### src/imsf_pkg.sv
// shared types, constants and helpers for the ising metropolis spin-flip block
// no dependencies; imported by every module of the block

package imsf_pkg;

  localparam int LATTICE_SIDE = 16;
  localparam int COORD_W      = $clog2(LATTICE_SIDE);
  localparam int ROW_COUNT    = LATTICE_SIDE * LATTICE_SIDE;
  localparam int ROW_W        = $clog2(ROW_COUNT);
  localparam int SITE_COUNT   = LATTICE_SIDE * LATTICE_SIDE * LATTICE_SIDE;

  localparam int IN_COORD_W = 4;
  localparam int IN_COORDS  = 2 ** IN_COORD_W;
  localparam int FRAC_W     = 16;
  localparam int DE_W       = 5;
  localparam int ENERGY_W   = 15;
  localparam int MAG_W      = 14;

  localparam logic [ENERGY_W-1:0] ENERGY_RESET = ENERGY_W'(-3 * SITE_COUNT);
  localparam logic [MAG_W-1:0]    MAG_RESET    = MAG_W'(SITE_COUNT);

  // threshold register indexes; the last one names no register
  typedef enum logic [1:0] {
    REG_THR4   = 2'd0,
    REG_THR8   = 2'd1,
    REG_THR12  = 2'd2,
    REG_UNUSED = 2'd3
  } cfg_reg_e;

  typedef logic [COORD_W-1:0] coord_tab_t [IN_COORDS];

  function automatic coord_tab_t build_coord_tab();
    coord_tab_t tab;
    for (int i = 0; i < IN_COORDS; i++) begin
      tab[i] = COORD_W'(i % LATTICE_SIDE);
    end
    return tab;
  endfunction

  // input coordinate reduced modulo the lattice side
  localparam coord_tab_t COORD_MOD = build_coord_tab();

  function automatic logic [COORD_W-1:0] step_up(input logic [COORD_W-1:0] c);
    return (c == COORD_W'(LATTICE_SIDE - 1)) ? '0 : c + 1'b1;
  endfunction

  function automatic logic [COORD_W-1:0] step_down(input logic [COORD_W-1:0] c);
    return (c == '0) ? COORD_W'(LATTICE_SIDE - 1) : c - 1'b1;
  endfunction

  // a lattice row holds all z positions of one (x, y) pair
  function automatic logic [ROW_W-1:0] row_of(input logic [COORD_W-1:0] x,
                                              input logic [COORD_W-1:0] y);
    return ROW_W'(x) * ROW_W'(LATTICE_SIDE) + ROW_W'(y);
  endfunction

  typedef struct packed {
    logic [ROW_W-1:0]   row_c;
    logic [ROW_W-1:0]   row_xp;
    logic [ROW_W-1:0]   row_xm;
    logic [ROW_W-1:0]   row_yp;
    logic [ROW_W-1:0]   row_ym;
    logic [COORD_W-1:0] z;
    logic [COORD_W-1:0] zp;
    logic [COORD_W-1:0] zm;
    logic [FRAC_W-1:0]  rnd;
  } trial_t;

  typedef struct packed {
    logic [FRAC_W-1:0] thr4;
    logic [FRAC_W-1:0] thr8;
    logic [FRAC_W-1:0] thr12;
  } thr_t;

endpackage

### src/imsf_front.sv
// front end: takes trial requests, reduces coordinates and forms neighbor rows
// depends on imsf_pkg

module imsf_front import imsf_pkg::*; (
  input  logic                  in_valid_i,
  output logic                  in_stall_o,
  input  logic [IN_COORD_W-1:0] site_x_i,
  input  logic [IN_COORD_W-1:0] site_y_i,
  input  logic [IN_COORD_W-1:0] site_z_i,
  input  logic [FRAC_W-1:0]     random_fraction_i,
  input  logic                  full_i,
  input  logic                  block_i,
  output logic                  push_o,
  output trial_t                push_data_o
);

  logic [COORD_W-1:0] x, y, z;

  assign x = COORD_MOD[site_x_i];
  assign y = COORD_MOD[site_y_i];
  assign z = COORD_MOD[site_z_i];

  assign in_stall_o = full_i | block_i;
  assign push_o     = in_valid_i & ~in_stall_o;

  always_comb begin
    push_data_o.row_c  = row_of(x, y);
    push_data_o.row_xp = row_of(step_up(x), y);
    push_data_o.row_xm = row_of(step_down(x), y);
    push_data_o.row_yp = row_of(x, step_up(y));
    push_data_o.row_ym = row_of(x, step_down(y));
    push_data_o.z      = z;
    push_data_o.zp     = step_up(z);
    push_data_o.zm     = step_down(z);
    push_data_o.rnd    = random_fraction_i;
  end

endmodule

### config.mk
export PLATFORM = sky130hd
export DESIGN_NAME = imsf_front
export DESIGN_NICKNAME = d
export VERILOG_FILES = /design/src/imsf_pkg.sv /design/src/imsf_front.sv
export SDC_FILE = /design/constraint.sdc
export NUM_CORES = 1
export LEC_CHECK = 0
export BUFFER_PORTS_ARGS = -buffer_cell sky130_fd_sc_hd__buf_4
export CORE_ASPECT_RATIO = 0.9
export CORE_MARGIN = 2
export CORE_UTILIZATION = 36
export DETAILED_ROUTE_END_ITERATION = 10
export GPL_ROUTABILITY_DRIVEN = 0
export GPL_TIMING_DRIVEN = 0
export PLACE_DENSITY = 0.95
export SLEW_MARGIN = 20
export SYNTH_ARGS = -nofsm -noshare
export SYNTH_HDL_FRONTEND = slang
export SYNTH_SLANG_ARGS = --single-unit
### constraint.sdc
create_clock -name vclk -period 2
set_clock_uncertainty 0.2 [all_clocks]
set_input_delay 0.3 -clock vclk [all_inputs]
set_output_delay 0.3 -clock vclk [all_outputs]
set_load 0.005 [all_outputs]
# After elaboration in Yosys (flattened, before gate mapping)
# Memories as Yosys holds them, arrays and structs flattened.
# Cells that the tools add are included.
# totals
register_bits,0
rom_bits,192
out_inout_bits,70
wordCells,41
n_memories,3
# classes
n_addsub,11
n_lt_le_gt_ge,3
n_eq_ne,3
n_mux,12
bitwise_logic,6
n_reduce_logical,3
# mem_list
memory,words,word_bits,read_ports,rd_clocked_by_memory_dff,write_ports,line_no,text
(no name shown),16,4,1,0,0,imsf_front.sv:21,assign z = COORD_MOD[site_z_i];
(no name shown),16,4,1,0,0,imsf_front.sv:20,assign y = COORD_MOD[site_y_i];
(no name shown),16,4,1,0,0,imsf_front.sv:19,assign x = COORD_MOD[site_x_i];
# op_table
op,count
4-bit two-way mux,12
8-bit by 4-bit adder with 8-bit output,5
5-bit greater-or-equal comparator (second input constant),3
4-bit inverter with 5-bit output,3
4-bit by 1-bit adder with 4-bit output (second input constant),3
4-bit equality test (second input constant),3
4-bit logical NOT,3
4-bit by 1-bit subtractor with 4-bit output (second input constant),3
1-bit AND,1
1-bit inverter,1
1-bit OR,1

# Longest topological paths before layout
# logic_depth
depth_word,7
ltp_mapped,4

# Least setup slack after synthesis
# OpenSTA, ideal clock, no wires.
# synth_path
kind,input to output
from,input port site_z_i[2]
to,output port push_data_o[19] (netlist bit)
arrival_ns,1.035
required_ns,1.500
path_slack_ns,0.465
path_stages,3
cell_sequence,buf_6 -> or4b_1 -> o311a_1
# synth_lines
item,line_no,text
from (decl),imsf_front.sv:9,"input logic [IN_COORD_W-1:0] site_z_i,"
to (decl),imsf_front.sv:14,output trial_t push_data_o

==> summary.txt <==
Synthesis
  – Syn nets: 141
  – Post-Syn Area: 756 µm²
  – Sequential fraction of the synthesis area: 0%
  – Unique masters post-synth: 24
  – Synth Warn #: 0
  – Area leader, netlist: buf_4
  – Share of the synthesized area in the top cell type: 43.7%
  – Post-synthesis cell count: 104
  – Syn avg cell area: 7.27 µm²
  – Top-count cell post-synth: buf_4
  – Synth top cells by count: 44 x buf_4, 13 x inv_1, 6 x ha_1, 6 x xor2_1, 5 x a31oi_1
  – Synth top area cells: buf_4 44%, ha_1 9.9%, xor2_1 7.0%, inv_1 6.5%, a31oi_1 4.1%

Worst setup path
  – Largest stage delay, worst path: 220 ps
  – Cell mode on critical path: buf_4
  – Worst path slowest cell: o31ai_1
  – CP cell instances: buf_4 > inv_1 > ha_1 > o21ba_2 > o31ai_1 > buf_4
  – Startpoint types: input port
  – Critical path data arrival time: 1260 ps
  – Path type of the worst setup path: input port to output pin
  – Critical Path Sink Type: output pin
  – CP max FO: 11
  – Bufs and invs on worst path: 3
  – Critical Path RT: 1500 ps
  – Crit path max-delay family: compound AO/OA/AOI/OAI gates

Hold path
  – Hold wc startpoint: random_fraction_i[3]
  – Hold depth: 2
  – Min-delay worst type: input port to output pin
  – Worst Hold End: push_data_o[3]

STA
  – Unrepaired setup endpoints after global routing: no
  – Final setup TNS: 0 ps
  – Minimum clock period: 1760 ps
  – Period Utilization, post-route: 87.8%
  – Worst Tran Pin Value: 325 ps
  – Worst hold slack: 565 ps
  – Slew headroom: 78.3%
  – Max-slew violations: 0
  – Setup violators final: 0
  – Peak Freq: 0.570 GHz
  – Final hold vios: 0

Finish
  – Clock Buffer Count: 0
  – FFs & Latches: 0
  – Reg area: 0 µm²
  – Layout area overhead: 85.6%
  – # diodes: 0
  – Share of layout cells above drive strength 1: 71.0%
  – Layout Nets: 225

Floorplan
  – Total core area: 1950 µm²
  – Std cell rows: 15
  – Initial Util: 38.7%
  – Die area: 2480 µm²
  – Die H: 47.5 µm
  – DIE WIDTH: 52.3 µm
  – Top Ports: 101

GRT
  – Largest net degree at the start of global routing: 12
  – First-pass GRT wire length: 2620 µm
  – Initial antenna violation count: 0
  – Total congestion overflow: 0
  – Vias in the first global route: 664
  – GR Util All Layers: 13.0%

Route
  – Drt initial violations: 4
  – Vias: 925
  – Routed WL: 2050 µm
  – Vias per cell: 4.38
  – Routed wire per std cell: 9.72 µm
  – # DRC: 0
  – First-pass DRT Iterations: 3
  – Detail Route Antenna Nets: 0

Power
  – Pwr per Cell Area: 228 nW/µm²
  – Worst VDD drop: 0.000164 V
  – P_leak: 0.837 nW

CTS
  – CTS hold repair buffers: 0
  – PostCTS Resize Cnt: 0
  – Post-CTS setup buffer count: 0

Place
  – PortBufs: 82
  – Post-detail-place hpwl: 1810 µm

Job
  – Max_cap viols: 0

Run status
  – Run status: finished clean
-- worst max path at each step --
stage	start	endpoint	slack (ps)	depth (start not counted)
floorplan	site_z_i[2]	push_data_o[19]	470	3
global placement	site_y_i[0]	push_data_o[31]	270	4
detailed placement	site_x_i[0]	push_data_o[51]	240	6
CTS	site_x_i[0]	push_data_o[51]	240	6
global route	site_x_i[0]	push_data_o[51]	180	6
finish	site_x_i[0]	push_data_o[51]	240	6
-- metrics by stage --
stage / instance area [µm²] / setup slack, ps / std cells / util (%) / total power [mW]
final: 1400 / 245 / 211 / 71.9 / 0.320
after global routing: 1400 / 179 / 211 / 71.9 / 0.347
after CTS: 1400 / 241 / 211 / 71.9 / 0.324
after detailed placement: 1400 / 237 / 211 / 71.9 / 0.323
after global placement: 1400 / 272 / 211 / 71.9 / 0.314
after floorplan: 756 / 465 / 104 / - / 0.142
-- where the power goes --
group	leakage (nW)	switching [mW]	internal, mW
logic	0.837	0.111	0.208
clock network	0	0	0
registers	0	0	0
total	0.837	0.111	0.208
-- kinds of logic (layout without fill, tap and decap cells) --
group / Yosys count / after routing / share of synthesized area [%]
adder cells (fa/ha/maj): 6 / 6 / 9.93
buffers and inverters: 60 / 142 / 52.8
AND/OR/NAND/NOR: 16 / 16 / 14.2
XOR/XNOR: 6 / 6 / 6.95
AO/OA/AOI/OAI: 16 / 16 / 16.1
-- final cells by class --
class,count,area (µm²)
fill,133,549
buffer,47,350
tap,25,31.3
inverter,13,48.8
multi-input combinational,44,357
timing repair buffer,82,616
-- layer usage --
metal	track usage [%]	routed length [µm]
met5	0	0
met4	0	0
met3	1.56	267
met2	28.2	1110
met1	14.2	673
-- cells in the final DEF, fill, tap and decap left out, drive strengths merged --
cell / count
or2: 1
clkbuf: 1
o31ai: 3
buf: 128
or4b: 2
ha: 6
nor2b: 1
o311a: 2
xor2: 6
or2b: 1
and4b: 2
a31oi: 5
nand2: 2
o21ai: 2
inv: 13
nand2b: 3
and2b: 1
a21o: 1
o21ba: 1
nor2: 3
a311o: 2
(Power assumes the default switching activity.)
