===== src/imsf_pkg.sv =====
// shared types, constants and helpers for the ising metropolis spin-flip block
// no dependencies; imported by every module of the block

package imsf_pkg;

  localparam int LATTICE_SIDE = 16;
  localparam int COORD_W      = $clog2(LATTICE_SIDE);
  localparam int ROW_COUNT    = LATTICE_SIDE * LATTICE_SIDE;
  localparam int ROW_W        = $clog2(ROW_COUNT);
  localparam int SITE_COUNT   = LATTICE_SIDE * LATTICE_SIDE * LATTICE_SIDE;

  localparam int IN_COORD_W = 4;
  localparam int IN_COORDS  = 2 ** IN_COORD_W;
  localparam int FRAC_W     = 16;
  localparam int DE_W       = 5;
  localparam int ENERGY_W   = 15;
  localparam int MAG_W      = 14;

  localparam logic [ENERGY_W-1:0] ENERGY_RESET = ENERGY_W'(-3 * SITE_COUNT);
  localparam logic [MAG_W-1:0]    MAG_RESET    = MAG_W'(SITE_COUNT);

  // threshold register indexes; the last one names no register
  typedef enum logic [1:0] {
    REG_THR4   = 2'd0,
    REG_THR8   = 2'd1,
    REG_THR12  = 2'd2,
    REG_UNUSED = 2'd3
  } cfg_reg_e;

  typedef logic [COORD_W-1:0] coord_tab_t [IN_COORDS];

  function automatic coord_tab_t build_coord_tab();
    coord_tab_t tab;
    for (int i = 0; i < IN_COORDS; i++) begin
      tab[i] = COORD_W'(i % LATTICE_SIDE);
    end
    return tab;
  endfunction

  // input coordinate reduced modulo the lattice side
  localparam coord_tab_t COORD_MOD = build_coord_tab();

  function automatic logic [COORD_W-1:0] step_up(input logic [COORD_W-1:0] c);
    return (c == COORD_W'(LATTICE_SIDE - 1)) ? '0 : c + 1'b1;
  endfunction

  function automatic logic [COORD_W-1:0] step_down(input logic [COORD_W-1:0] c);
    return (c == '0) ? COORD_W'(LATTICE_SIDE - 1) : c - 1'b1;
  endfunction

  // a lattice row holds all z positions of one (x, y) pair
  function automatic logic [ROW_W-1:0] row_of(input logic [COORD_W-1:0] x,
                                              input logic [COORD_W-1:0] y);
    return ROW_W'(x) * ROW_W'(LATTICE_SIDE) + ROW_W'(y);
  endfunction

  typedef struct packed {
    logic [ROW_W-1:0]   row_c;
    logic [ROW_W-1:0]   row_xp;
    logic [ROW_W-1:0]   row_xm;
    logic [ROW_W-1:0]   row_yp;
    logic [ROW_W-1:0]   row_ym;
    logic [COORD_W-1:0] z;
    logic [COORD_W-1:0] zp;
    logic [COORD_W-1:0] zm;
    logic [FRAC_W-1:0]  rnd;
  } trial_t;

  typedef struct packed {
    logic [FRAC_W-1:0] thr4;
    logic [FRAC_W-1:0] thr8;
    logic [FRAC_W-1:0] thr12;
  } thr_t;

endpackage


===== src/imsf_queue.sv =====
// two-entry queue of trials between front and back end
// depends on imsf_pkg

module imsf_queue import imsf_pkg::*; (
  input  logic   clk_i,
  input  logic   rst_ni,
  input  logic   push_i,
  input  trial_t data_i,
  output logic   full_o,
  output logic   valid_o,
  output trial_t data_o,
  input  logic   pop_i
);

  localparam int Depth = 2;

  trial_t           entry_q [Depth];
  logic             wr_ptr_q, rd_ptr_q;
  logic [1:0]       count_q;

  assign full_o  = (count_q == 2'(Depth));
  assign valid_o = (count_q != '0);
  assign data_o  = entry_q[rd_ptr_q];

  always_ff @(posedge clk_i or negedge rst_ni) begin
    if (!rst_ni) begin
      wr_ptr_q <= 1'b0;
      rd_ptr_q <= 1'b0;
      count_q  <= '0;
    end else begin
      if (push_i) wr_ptr_q <= ~wr_ptr_q;
      if (pop_i)  rd_ptr_q <= ~rd_ptr_q;
      case ({push_i, pop_i})
        2'b10:   count_q <= count_q + 1'b1;
        2'b01:   count_q <= count_q - 1'b1;
        default: count_q <= count_q;
      endcase
    end
  end

  always_ff @(posedge clk_i) begin
    if (push_i) entry_q[wr_ptr_q] <= data_i;
  end

endmodule


===== config.mk =====
export PLATFORM = sky130hd
export DESIGN_NAME = imsf_queue
export DESIGN_NICKNAME = d
export VERILOG_FILES = /design/src/imsf_pkg.sv /design/src/imsf_queue.sv
export SDC_FILE = /design/constraint.sdc
export NUM_CORES = 1
export LEC_CHECK = 0
export BUFFER_PORTS_ARGS = -buffer_cell sky130_fd_sc_hd__buf_2
export CORE_ASPECT_RATIO = 0.5
export CORE_MARGIN = 8
export CORE_UTILIZATION = 50
export CTS_CLUSTER_SIZE = 28
export DETAILED_ROUTE_END_ITERATION = 12
export GPL_ROUTABILITY_DRIVEN = 0
export PLACE_DENSITY = 0.75
export RECOVER_POWER = 50
export SYNTH_ARGS = -nofsm -noshare
export SYNTH_HDL_FRONTEND = slang
export SYNTH_SLANG_ARGS = --single-unit

===== constraint.sdc =====
create_clock -name clk_i -period 9.9 [get_ports clk_i]
set_input_delay 0.495 -clock clk_i [delete_from_list [all_inputs] [get_ports clk_i]]
set_output_delay 0.495 -clock clk_i [all_outputs]
set_load 0.01 [all_outputs]

After elaboration in Yosys (flattened, before gate mapping)
Memory sizes are Yosys's and may differ from the RTL's. Cells that the tools add are included.

Input port bits: 72. Memories kept: 1. Output and inout bits: 70. RAM bits: 136. Register bits after elaboration: 4. Word-level logic and storage cells: 16.

Memories: entry_q (words 2, width 68, read ports 1, clocked after Yosys merged registers in 0, wr ports 1, RTL line imsf_queue.sv:17) `trial_t entry_q [Depth];`.

Equal/unequal tests: 3. Mux-type cells: 3. Bitwise operators: 2. Reductions and logical operators: 2. $add $sub $neg: 2.

Operators by type and width (number): == test 2 bit, second input constant (2); case mux 2 bit (2 select lines) (1); nonzero test 2 bit (2); adder 2 x 1 -> 2 bit, second input constant (1); == test 2 x 1 -> 1 bit, second input constant (1); 2-to-1 mux 1 bit (2); NOT 1 bit (2); subtractor 2 x 1 -> 2 bit, second input constant (1).

Logic depth before layout (Yosys ltp)
Gate-level depths: netlist of the first run.

Depth after elaboration: 2. Depth in mapped cells: 5. Mapped depth without buffers: 5.

Worst setup path before layout of the first run
OpenSTA, ideal clock, no wires.

Path kind: input-to-reg. From: in push_i. To: mem entry_q[0][0] (netlist name), enable pin. Required time: 9.404 ns. Cell stages on the path: 2. Setup slack: 5.999 ns. Library setup time: 0.496 ns. Buffers on the path: 0. Data arrival time: 3.405 ns. Cell sequence: inv_1 > nor2_1.

Word-level cells in the longest chain between the ends: 2.

RTL lines: start, declared (RTL line imsf_queue.sv:7) `input logic push_i,`; 2-to-1 mux 1 bit (RTL line imsf_queue.sv:42) `if (push_i) entry_q[wr_ptr_q] <= data_i;`; 2-to-1 mux 1 bit (not written as such) (RTL line imsf_queue.sv:42); end, declared (RTL line imsf_queue.sv:17).

No other way between the ends.

Final worst setup path of the first run
From: reg wr_ptr_q. To: mem entry_q[0][39] (netlist name), enable pin.

RTL lines: start, declared (RTL line imsf_queue.sv:18) `logic wr_ptr_q, rd_ptr_q;`; start signal, assigned (RTL line imsf_queue.sv:31) `if (push_i) wr_ptr_q <= ~wr_ptr_q;`.

No word-level cell before the write port.

==> results of run 1 <==
-- flip-flops by register name (all words and copies together) (netlist names) --
name      count
entry_q     136
count_q       2
rd_ptr_q      1
wr_ptr_q      1
-- metal layers --
layer,GRT usage [%],vias to the layer above,share of wire (%),wire length [um]
met2,27.7,64,57,5570
met1,14.1,1301,37,3630
met5,0,-,0,0
li1,-,1222,-,-
met4,5.61,0,1.3,130
met3,5.16,10,4.6,452
-- where the power goes --
part           total, uW  internal (uW)  switching, uW
clock network        629            417            211
logic                486            240            246
registers            856            796           59.4
total               1970           1450            517
-- kinds of logic after synthesis --
logic type,after synthesis,synth area share (%)
mux,68,15.6
fa+ha+maj,1,0.244
xor+xnor,5,0.853
simple gates,5,0.512
flops,140,81.5
buf+inv,9,1.29
-- metrics by stage --
step / area, sq um / std cells / power, uW / worst slack [ns]
CTS: 6590 / 537 / 1990 / 6.93
detailed placement: 5990 / 504 / 1360 / 7.36
global placement: 5990 / 504 / 1340 / 7.41
global route: 6540 / 537 / 2060 / 5.73
finish: 6540 / 537 / 1970 / 6.12
floorplan: 5140 / 228 / 1180 / 6.00
-- area by class of cell --
type / instances / area [sq um] / area share, %
clock buffers: 22 / 444 / 6.79
clock inverters: 10 / 146 / 2.24
inverters: 1 / 3.75 / 0.0574
multi-input cells: 79 / 895 / 13.7
flip-flops and latches: 140 / 4180 / 64.0
well taps: 140 / 175 / 2.68
repair buffers: 145 / 689 / 10.5
-- path summary, 6_finish.rpt --
check / from / to / slack, ns
max: wr_ptr_q$_DFFE_PN0P_ / entry_q[0][39]$_DFFE_PP_ / 6.12
min: data_i[26] / entry_q[1][26]$_DFFE_PP_ / 0.28
max reg2reg: wr_ptr_q$_DFFE_PN0P_ / entry_q[0][39]$_DFFE_PP_ / 6.12
min reg2reg: count_q[1]$_DFFE_PN0P_ / count_q[1]$_DFFE_PN0P_ / 0.49
max in group asynchronous: rst_ni / rd_ptr_q$_DFFE_PN0P_ / 9.23
min in group asynchronous: rst_ni / count_q[0]$_DFFE_PN0P_ / 0.47
-- placed cells by master, fill, tap and decap left out, drive strengths merged, types with 2 or more instances in the layout --
cell type,Yosys,final
buf,8,107
bufinv,0,4
clkbuf,0,59
clkinv,0,6
dfrtp,4,4
edfxtp,136,136
mux2,68,68
nor2,2,2
xnor2,2,2
xor2,3,3
-- cell usage after synthesis, drive strengths merged --
| cell | number |
|---|---|
| dfrtp | 4 |
| xor2 | 3 |
| mux2 | 68 |
| nor2b | 1 |
| nor2 | 2 |
| inv | 1 |
| buf | 8 |
| ha | 1 |
| and2 | 1 |
| edfxtp | 136 |
| xnor2 | 2 |
| or2 | 1 |
-- timing repair --
item / CTS / global route
hold endpoints to repair: 4 / 0
hold buffers: 1 / 0
setup endpoints to repair: 0 / 0
resized for setup: 0 / 0
-- worst max-delay path, delay by kind of cell (launching register included) --
kind	cells	cell delay (ns)
DFF	1	0.42
buffers and inverters	1	2.70
and+or+nand+nor	1	0.11
==> flow_metrics.py, run 1 <==
metrics = {
    "setup_path": {
        "cp.arrival_ns": 3.69,
        "slowest_stage": "clkbuf_1",
        "path_cells": "nor2_4, clkbuf_1",
        "critPathMaxFanout": 68,
        "cp-end-kind": "flop",
        "max_stage_delay_ns": 2.70,
        "cp-start-kind": "flop",
        "rr_worst_depth": 2,
        "crit_type": "reg -> reg",
        "cp.required_ns": 9.81,
    },
    "floorplanning": {
        "chipHeight_um": 87.7,
        "dieArea_sq_um": 14000,
        "core_area_sq_um": 10100,
        "row_count": 26,
        "die_w_um": 159,
        "start_util_pct": 50.9,
        "io_pins": 142,
    },
    "clock_tree": {
        "numCtsBuffers": 17,
        "clk_pin_slew_ns": 0.05,
        "postCtsSetupBuffers": 0,
        "cts_buffer_depth": 2,
        "cts.root.buffer_cell": "clkbuf_16",
        "clock_sinks": 140,
        "htreeDepth": 4,
        "insertion_delay_ns": 0.40,
        "cts_tree": "done",
    },
    "timing": {
        "finalMaxSlewViolations": 106,
        "holdWs_ns": 0.283,
        "max_slew_margin_pct": -158,
        "period_share_pct": 38.2,
        "min_period_ns": 3.78,
        "rsz0062_at_grt": "no",
        "tightest_slew_ns": 3.87,
        "finClkSkew_ns": 0.00472,
        "max_freq_mhz": 265,
        "final.setup.tns_ns": 0,
        "final_hold_viol_count": 0,
        "finalSetupViolations": 0,
    },
    "min_path": {
        "min_path_cells": 1,
        "hold_path.class": "in -> reg",
    },
    "routing": {
        "wirelength_um": 9780,
        "detail_route.wl_per_cell_um": 18.2,
        "drc_errors": 0,
        "antenna_left": 0,
        "drt_iter0_drc": 163,
        "avgViaCountPerCell": 4.84,
        "firstDrtPassIters": 4,
        "via_count": 2597,
    },
    "logic_synthesis": {
        "synth_area_leaders": "edfxtp_1 (80%), mux2_2 (13%), mux2_4 (2.9%), dfrtp_1 (1.9%), xor2_1 (0.51%)",
        "yosys_warnings": 0,
        "synth_top_area_share_pct": 79.5,
        "synth_seq_cells": 140,
        "yosysTopAreaCell": "edfxtp_1",
        "synth_nets": 301,
        "synth.cell_area_sq_um": 5140,
        "ys_seq_area_share_pct": 81.5,
        "ys_types": 15,
        "synthCells": 228,
        "syn_avg_cell_area_sq_um": 22.5,
    },
    "final_layout": {
        "drive_gt1_share_pct": 50.9,
        "synthToLayoutAreaGrowth_pct": 27.3,
        "num_antenna_cells": 0,
        "n_fill_cell": 730,
        "final_nets": 457,
        "final_util_pct": 64.8,
    },
    "global_route": {
        "grt_pass1_wl_um": 15300,
        "antenna_found_initial": 0,
        "grt_max_degree": 69,
        "grt_pass1_vias": 3014,
        "track_usage_pct": 14.3,
        "grt-ovfl-total": 0,
    },
    "placement": {
        "dpl.hpwl_um": 6710,
        "portBuffers": 141,
    },
    "job": {
        "max-cap-violations": 2,
    },
    "status": {
        "violations": "capacitance limit, slew limit",
        "status": "finished, violations left",
    },
    "power": {
        "max-vdd-ir-drop_mv": 0.271,
        "p_leak_uw": 0.00243,
        "pwr_density_cell_nw_per_um2": 301,
    },
}
Power figures use the tool's default switching activity.
==> run 2, diff against run 1 <==
Clock period 9.9 ns to 3.5 ns, I/O delays scaled along.
==> run 2 against run 1 <==
Against the previous run: the flow still finishes with violations (capacitance limit, slew limit); final cell count is 13% higher; largest power group unchanged; via count is 10% higher; sequential power grew to 2.8 times the previous value; clock power is 130% higher.
==> flow_metrics.py, run 2 (synthesis gave the netlist of run 1 again) <==
metrics = {
    "clock_tree": {
        "insertion_delay_ns": 0.40,
        "cts_tree": "done",
        "postCtsSetupBuffers": 0,
        "htreeDepth": 4,
        "cts_resized": 0,
        "cts.root.buffer_cell": "clkbuf_16",
        "clock_sinks": 140,
        "cts_buffer_depth": 2,
        "numCtsBuffers": 17,
        "clk_pin_slew_ns": 0.06,
    },
    "setup_path": {
        "cp-end-kind": "flop",
        "path_cells": "dlygate4sd3_1, clkbuf_1, and2_0, buf_12",
        "cp-start-kind": "input port",
        "r2r_end": "entry_q[1][25]$_DFFE_PP_",
        "r2r-start": "wr_ptr_q$_DFFE_PN0P_",
        "path_delay_family": "simple AND/OR/NAND/NOR gates",
        "crit_type": "in -> reg",
        "max_stage_delay_ns": 1.60,
        "cp.arrival_ns": 2.83,
        "slowest_stage": "and2_0",
        "setup.worst_path.end": "entry_q[1][25]$_DFFE_PP_",
        "path_buf_inv": 3,
        "r2r_slack_ns": 0.79,
        "cp.required_ns": 3.59,
        "critical_path_cell_count": 4,
        "critPathMaxFanout": 39,
        "cp-startpoint": "push_i",
        "rr_worst_depth": 2,
    },
    "power": {
        "p_leak_uw": 0.00264,
        "max-vdd-ir-drop_mv": 0.478,
        "pwr_density_cell_nw_per_um2": 751,
        "power_uw": 5370,
    },
    "global_route": {
        "antenna_found_initial": 0,
        "track_usage_pct": 16.4,
        "grt-ovfl-total": 0,
        "grt_pass1_vias": 3309,
        "grt_pass1_wl_um": 17300,
        "grt_max_degree": 40,
    },
    "final_layout": {
        "fin_cells": 605,
        "largest_reg_flops": 136,
        "num_antenna_cells": 0,
        "synthToLayoutAreaGrowth_pct": 39.1,
        "drive_gt1_share_pct": 38.9,
        "final-seq-area_sq_um": 4190,
        "n_fill_cell": 668,
        "top_regs": "entry_q x136, count_q x2",
        "multi_input_area_sq_um": 893,
        "final_nets": 527,
        "final_util_pct": 70.8,
        "final_cell_mix": "edfxtp_1 (136), buf_2 (88), dlygate4sd3_1 (71), clkbuf_1 (60), mux2_2 (58)",
        "largest-register": "entry_q",
        "layout_commonest_cell": "edfxtp_1",
    },
    "routing": {
        "antenna_left": 0,
        "route.met2.wl_um": 6330,
        "firstDrtPassIters": 4,
        "wirelength_um": 10800,
        "detail_route.wl_per_cell_um": 17.8,
        "via_count": 2868,
        "met1_length_um": 3800,
        "highest_layer": "met4",
        "drt_iter0_drc": 183,
        "avgViaCountPerCell": 4.74,
        "drc_errors": 0,
        "dr_wl_met3_um": 505,
    },
    "timing": {
        "max_slew_margin_pct": -43.6,
        "final.setup.tns_ns": 0,
        "finClkSkew_ns": 0.00686,
        "max_freq_mhz": 364,
        "period_share_pct": 78.5,
        "tightest_slew_ns": 2.15,
        "finalMaxSlewViolations": 30,
        "layout_setup_ws_ns": 0.754,
        "min_period_ns": 2.75,
        "final_hold_viol_count": 0,
        "finalSetupViolations": 0,
        "rsz0062_at_grt": "no",
    },
    "floorplanning": {
        "chipHeight_um": 87.7,
        "core_area_sq_um": 10100,
        "io_pins": 142,
        "die_w_um": 159,
        "row_count": 26,
        "start_util_pct": 50.9,
        "dieArea_sq_um": 14000,
    },
    "placement": {
        "portBuffers": 141,
        "placed_cells": 504,
        "dpl.hpwl_um": 6940,
        "post-place-ws_ns": 1.57,
    },
    "min_path": {
        "hold_path.class": "in -> async",
    },
    "job": {
        "max-cap-violations": 1,
    },
    "status": {
        "status": "finished, violations left",
        "violations": "capacitance limit, slew limit",
    },
}
==> run 2: cell count changes in the layout (fill, tap and decap cells not counted) <==
cell / delta
buf_2: -17
dfrtp_2: +1
buf_1: +1
clkinv_2: -1
bufinv_16: -4
dfrtp_1: -1
buf_4: -2
and2_0: +1
and2_2: -1
clkbuf_1: +18
buf_12: +3
dlygate4sd3_1: +70
==> run 2: layout make-up <==
class,count,share of cell area (%)
clock buffer,25,6.37
clock inverter,5,0.298
inverter,1,0.0525
multi-input combinational,79,12.5
sequential,140,58.6
tap,140,2.45
timing repair buffer,215,19.7
==> run 2: through the flow <==
stage                     area [sq um]  hold slack [ns]
after floorplan                   5140           -0.121
after CTS                         7210           0.0984
after global routing              7140            0.164
after detailed placement          6020         -0.00398
after global placement            6020          -0.0135
final                             7140            0.145
==> run 2: worst min-delay path by stage <==
| stage | start | end | slack [ns] |
|---|---|---|---|
| after floorplan | rst_ni | count_q[0]$_DFFE_PN0P_ | -0.12 |
| after global placement | rst_ni | count_q[1]$_DFFE_PN0P_ | -0.01 |
| after detailed placement | rst_ni | count_q[1]$_DFFE_PN0P_ | -0.004 |
| after CTS | rst_ni | count_q[1]$_DFFE_PN0P_ | 0.1 |
| after global routing | rst_ni | count_q[1]$_DFFE_PN0P_ | 0.16 |
| final | rst_ni | count_q[1]$_DFFE_PN0P_ | 0.15 |
==> run 2: where the power goes <==
group          switching, uW  internal, uW  total, uW
combinational            734           754       1490
sequential               174          2230       2410
clock                    584           886       1470
total                   1490          3870       5370
==> run 2: per-layer routing <==
| metal | vias up | GRT usage [%] |
|---|---|---|
| met2 | 80 | 32.6 |
| met4 | 0 | 6.97 |
| met5 | - | 0 |
| met3 | 14 | 5.21 |
| met1 | 1422 | 15.7 |
| li1 | 1352 | - |
==> run 2: timing repair <==
| action | 4_1_cts | 5_1_grt |
|---|---|---|
| hold buffers | 71 | 0 |
| endpoints found under the setup margin | 0 | 0 |
| hold endpoints to repair | 142 | 0 |
==> run 3, diff against run 2 <==
Settings changed: ABC_AREA set to 1, CORE_UTILIZATION 50 to 47, PLACE_DENSITY 0.75 to 0.74.
Clock period 3.5 ns to 2.4 ns, I/O delays scaled along.
==> run 3 against run 2 <==
Against the previous run: design area increased by 2.0%; sequential power increased by 46%; clock power increased by 64%; worst hold slack got worse by 0.031 ns; the flow now finishes without violations; via count increased by 21%; synthesized cell count increased by 66%; critical path type is now reg -> out; largest power group unchanged; non-clock buffer count increased by 4; core utilization decreased by 4.0 points; power increased by 52%; final cell count increased by 26%.
==> flow_metrics.py, run 3 <==
metrics = {
    "final_layout": {
        "final_nets": 675,
        "layout_commonest_cell": "edfxtp_1",
        "largest_reg_flops": 136,
        "largest-register": "entry_q",
        "synthToLayoutAreaGrowth_pct": 39.2,
        "drive_gt1_share_pct": 21.0,
        "final_cell_mix": "edfxtp_1 (136), buf_2 (98), inv_1 (74), nand2_1 (74), dlygate4sd3_1 (71)",
        "top_regs": "entry_q x136, count_q x2",
    },
    "routing": {
        "via_count": 3460,
        "wirelength_um": 11400,
        "firstDrtPassIters": 4,
        "avgViaCountPerCell": 4.55,
        "antenna_left": 0,
        "detail_route.wl_per_cell_um": 15.0,
        "drc_errors": 0,
        "drt_iter0_drc": 173,
    },
    "logic_synthesis": {
        "synth-edff-count": 136,
        "synth_area_leaders": "edfxtp_1 (78%), o21ai_1 (5.9%), inv_1 (5.3%), nand2_1 (5.3%), dfrtp_1 (1.9%)",
        "yosysTopAreaCell": "edfxtp_1",
        "synth_ff_type": "edfxtp_1",
        "synth_seq_cells": 140,
        "yosysMostFrequentCell": "edfxtp_1",
        "synthCells": 379,
        "synthArstFlopShare_pct": 2.86,
        "ys_seq_area_share_pct": 79.9,
        "syn_avg_cell_area_sq_um": 13.8,
        "synth_top_area_share_pct": 78.0,
        "ys_types": 14,
        "yosys_warnings": 0,
        "synth_nets": 452,
        "synth.cell_area_sq_um": 5240,
        "yosys-top-cells-count": "edfxtp_1 (136), inv_1 (74), nand2_1 (74)",
    },
    "status": {
        "status": "complete, no violations",
    },
    "clock_tree": {
        "clk_pin_slew_ns": 0.05,
        "htreeDepth": 4,
        "cts_buffer_depth": 2,
        "cts.root.buffer_cell": "clkbuf_16",
        "cts_resized": 0,
        "numCtsBuffers": 17,
        "cts_tree": "done",
        "insertion_delay_ns": 0.40,
        "postCtsSetupBuffers": 0,
        "postCtsHoldBufs": 71,
        "clock_sinks": 140,
    },
    "power": {
        "p_int_uw": 5610,
        "pwr_density_cell_nw_per_um2": 1120,
        "p_leak_uw": 0.00305,
        "max-vdd-ir-drop_mv": 0.588,
        "clkPwrFrac_pct": 29.5,
        "pwr-share-seq_pct": 42.9,
        "swShare_pct": 31.4,
        "combPwrFrac_pct": 27.6,
        "p_switching_uw": 2560,
    },
    "setup_path": {
        "cp.arrival_ns": 1.89,
        "cp.required_ns": 2.28,
        "path_cells": "buf_12, nand2_1, o21ai_0, buf_2",
        "max_stage_delay_ns": 0.76,
        "slowest_stage": "dfrtp_4",
        "critPathMaxFanout": 56,
        "rr_worst_depth": 2,
        "crit_type": "reg -> out",
        "cp-start-kind": "flop",
        "cp-end-kind": "output pin",
    },
    "floorplanning": {
        "die_w_um": 165,
        "dieArea_sq_um": 15000,
        "core_area_sq_um": 10900,
        "chipHeight_um": 90.6,
        "start_util_pct": 48.0,
        "row_count": 27,
        "io_pins": 142,
    },
    "placement": {
        "dpl.hpwl_um": 7220,
        "post-place-ws_ns": 0.826,
        "portBuffers": 141,
    },
    "timing": {
        "finalSetupViolations": 0,
        "tightest_slew_ns": 0.836,
        "final.setup.tns_ns": 0,
        "finalMaxSlewViolations": 0,
        "max_slew_margin_pct": 44.2,
        "layout_setup_ws_ns": 0.395,
        "final_hold_viol_count": 0,
        "min_period_ns": 2.01,
        "finClkSkew_ns": 0.00884,
        "rsz0062_at_grt": "no",
        "max_freq_mhz": 499,
        "period_share_pct": 83.6,
    },
    "global_route": {
        "grt_pass1_vias": 3784,
        "antenna_found_initial": 1,
        "grt-ovfl-total": 0,
        "track_usage_pct": 15.8,
        "grt_pass1_wl_um": 18000,
        "grt_max_degree": 57,
    },
    "job": {
        "max-cap-violations": 0,
    },
    "min_path": {
        "hold_path.class": "in -> async",
    },
}
[run 3: changes by cell type after synthesis, moves of 2 or more]
cell / previous run / this run
inv_1: 1 / 74
mux2_2: 58 / 0
buf_4: 0 / 9
o21ai_0: 0 / 6
nand2_1: 0 / 74
buf_6: 2 / 0
o21ai_1: 0 / 62
mux2_4: 10 / 0
[run 3: metrics by stage]
step / total power (uW) / cells / util (%) / hold slack (ns) / area, sq um
global placement: 5720 / 657 / 55.9 / -0.0689 / 6100
CTS: 8270 / 760 / 67.4 / 0.0300 / 7350
floorplan: 4830 / 379 / - / -0.176 / 5240
detailed placement: 5770 / 657 / 55.9 / -0.0653 / 6100
finish: 8170 / 761 / 66.8 / 0.114 / 7290
global route: 8620 / 761 / 66.8 / 0.116 / 7290
[run 3: layout make-up]
type	instances	area, sq um
Antenna cell	1	2.50
Clock buffer	21	440
Clock inverter	11	101
Fill cell	800	3620
Inverter	74	278
Multi-Input combinational cell	150	676
Sequential cell	140	4190
Tap cell	145	181
Timing Repair Buffer	219	1420
[run 3: worst paths after layout]
path                                             start                        to  slack, ns
max in group asynchronous                       rst_ni      rd_ptr_q$_DFFE_PN0P_       2.05
worst max-delay path              rd_ptr_q$_DFFE_PN0P_                data_o[63]       0.39
worst min-delay path                            rst_ni    count_q[1]$_DFFE_PN0P_       0.11
worst max register to register    wr_ptr_q$_DFFE_PN0P_  entry_q[0][28]$_DFFE_PP_       0.78
worst min register to register  count_q[1]$_DFFE_PN0P_    count_q[1]$_DFFE_PN0P_       0.47
min in group clk_i                          data_i[48]  entry_q[1][48]$_DFFE_PP_       0.43
[run 3: worst max-delay path: cells and delay by family (launching register included)]
kind	cells	cell delay, ns
simple gates	1	0.09
compound gates	1	0.11
flops	1	0.76
buf+inv	2	0.47
[run 3: power by group through the flow]
stage               clock network (uW)  logic (uW)  registers, uW
floorplan                            0        1420           3410
finish                            2410        2260           3510
detailed placement                   0        2210           3560
global placement                     0        2180           3540
global route                      2570        2490           3560
CTS                               2450        2310           3510
[run 3: per-layer routing]
metal  global-route usage [%]  part of all wire, %
met3                     3.91                  4.7
met4                     9.17                  2.1
met2                     29.8                   57
met1                     15.1                   36
met5                        0                    0
[run 3: kinds of logic (layout without fill, tap and decap cells)]
family                     after synthesis  after routing  share of synthesized area [%]
DFF                                    140            140                           79.9
and+or+nand+nor                         78             78                           5.66
buffers and inverters                   89            325                           7.17
other                                    0              1                              0
xor gates and xnor gates                 3              3                          0.502
adders and majority gates                1              1                          0.239
AOI/OAI and AO/OA                       68             68                           6.50
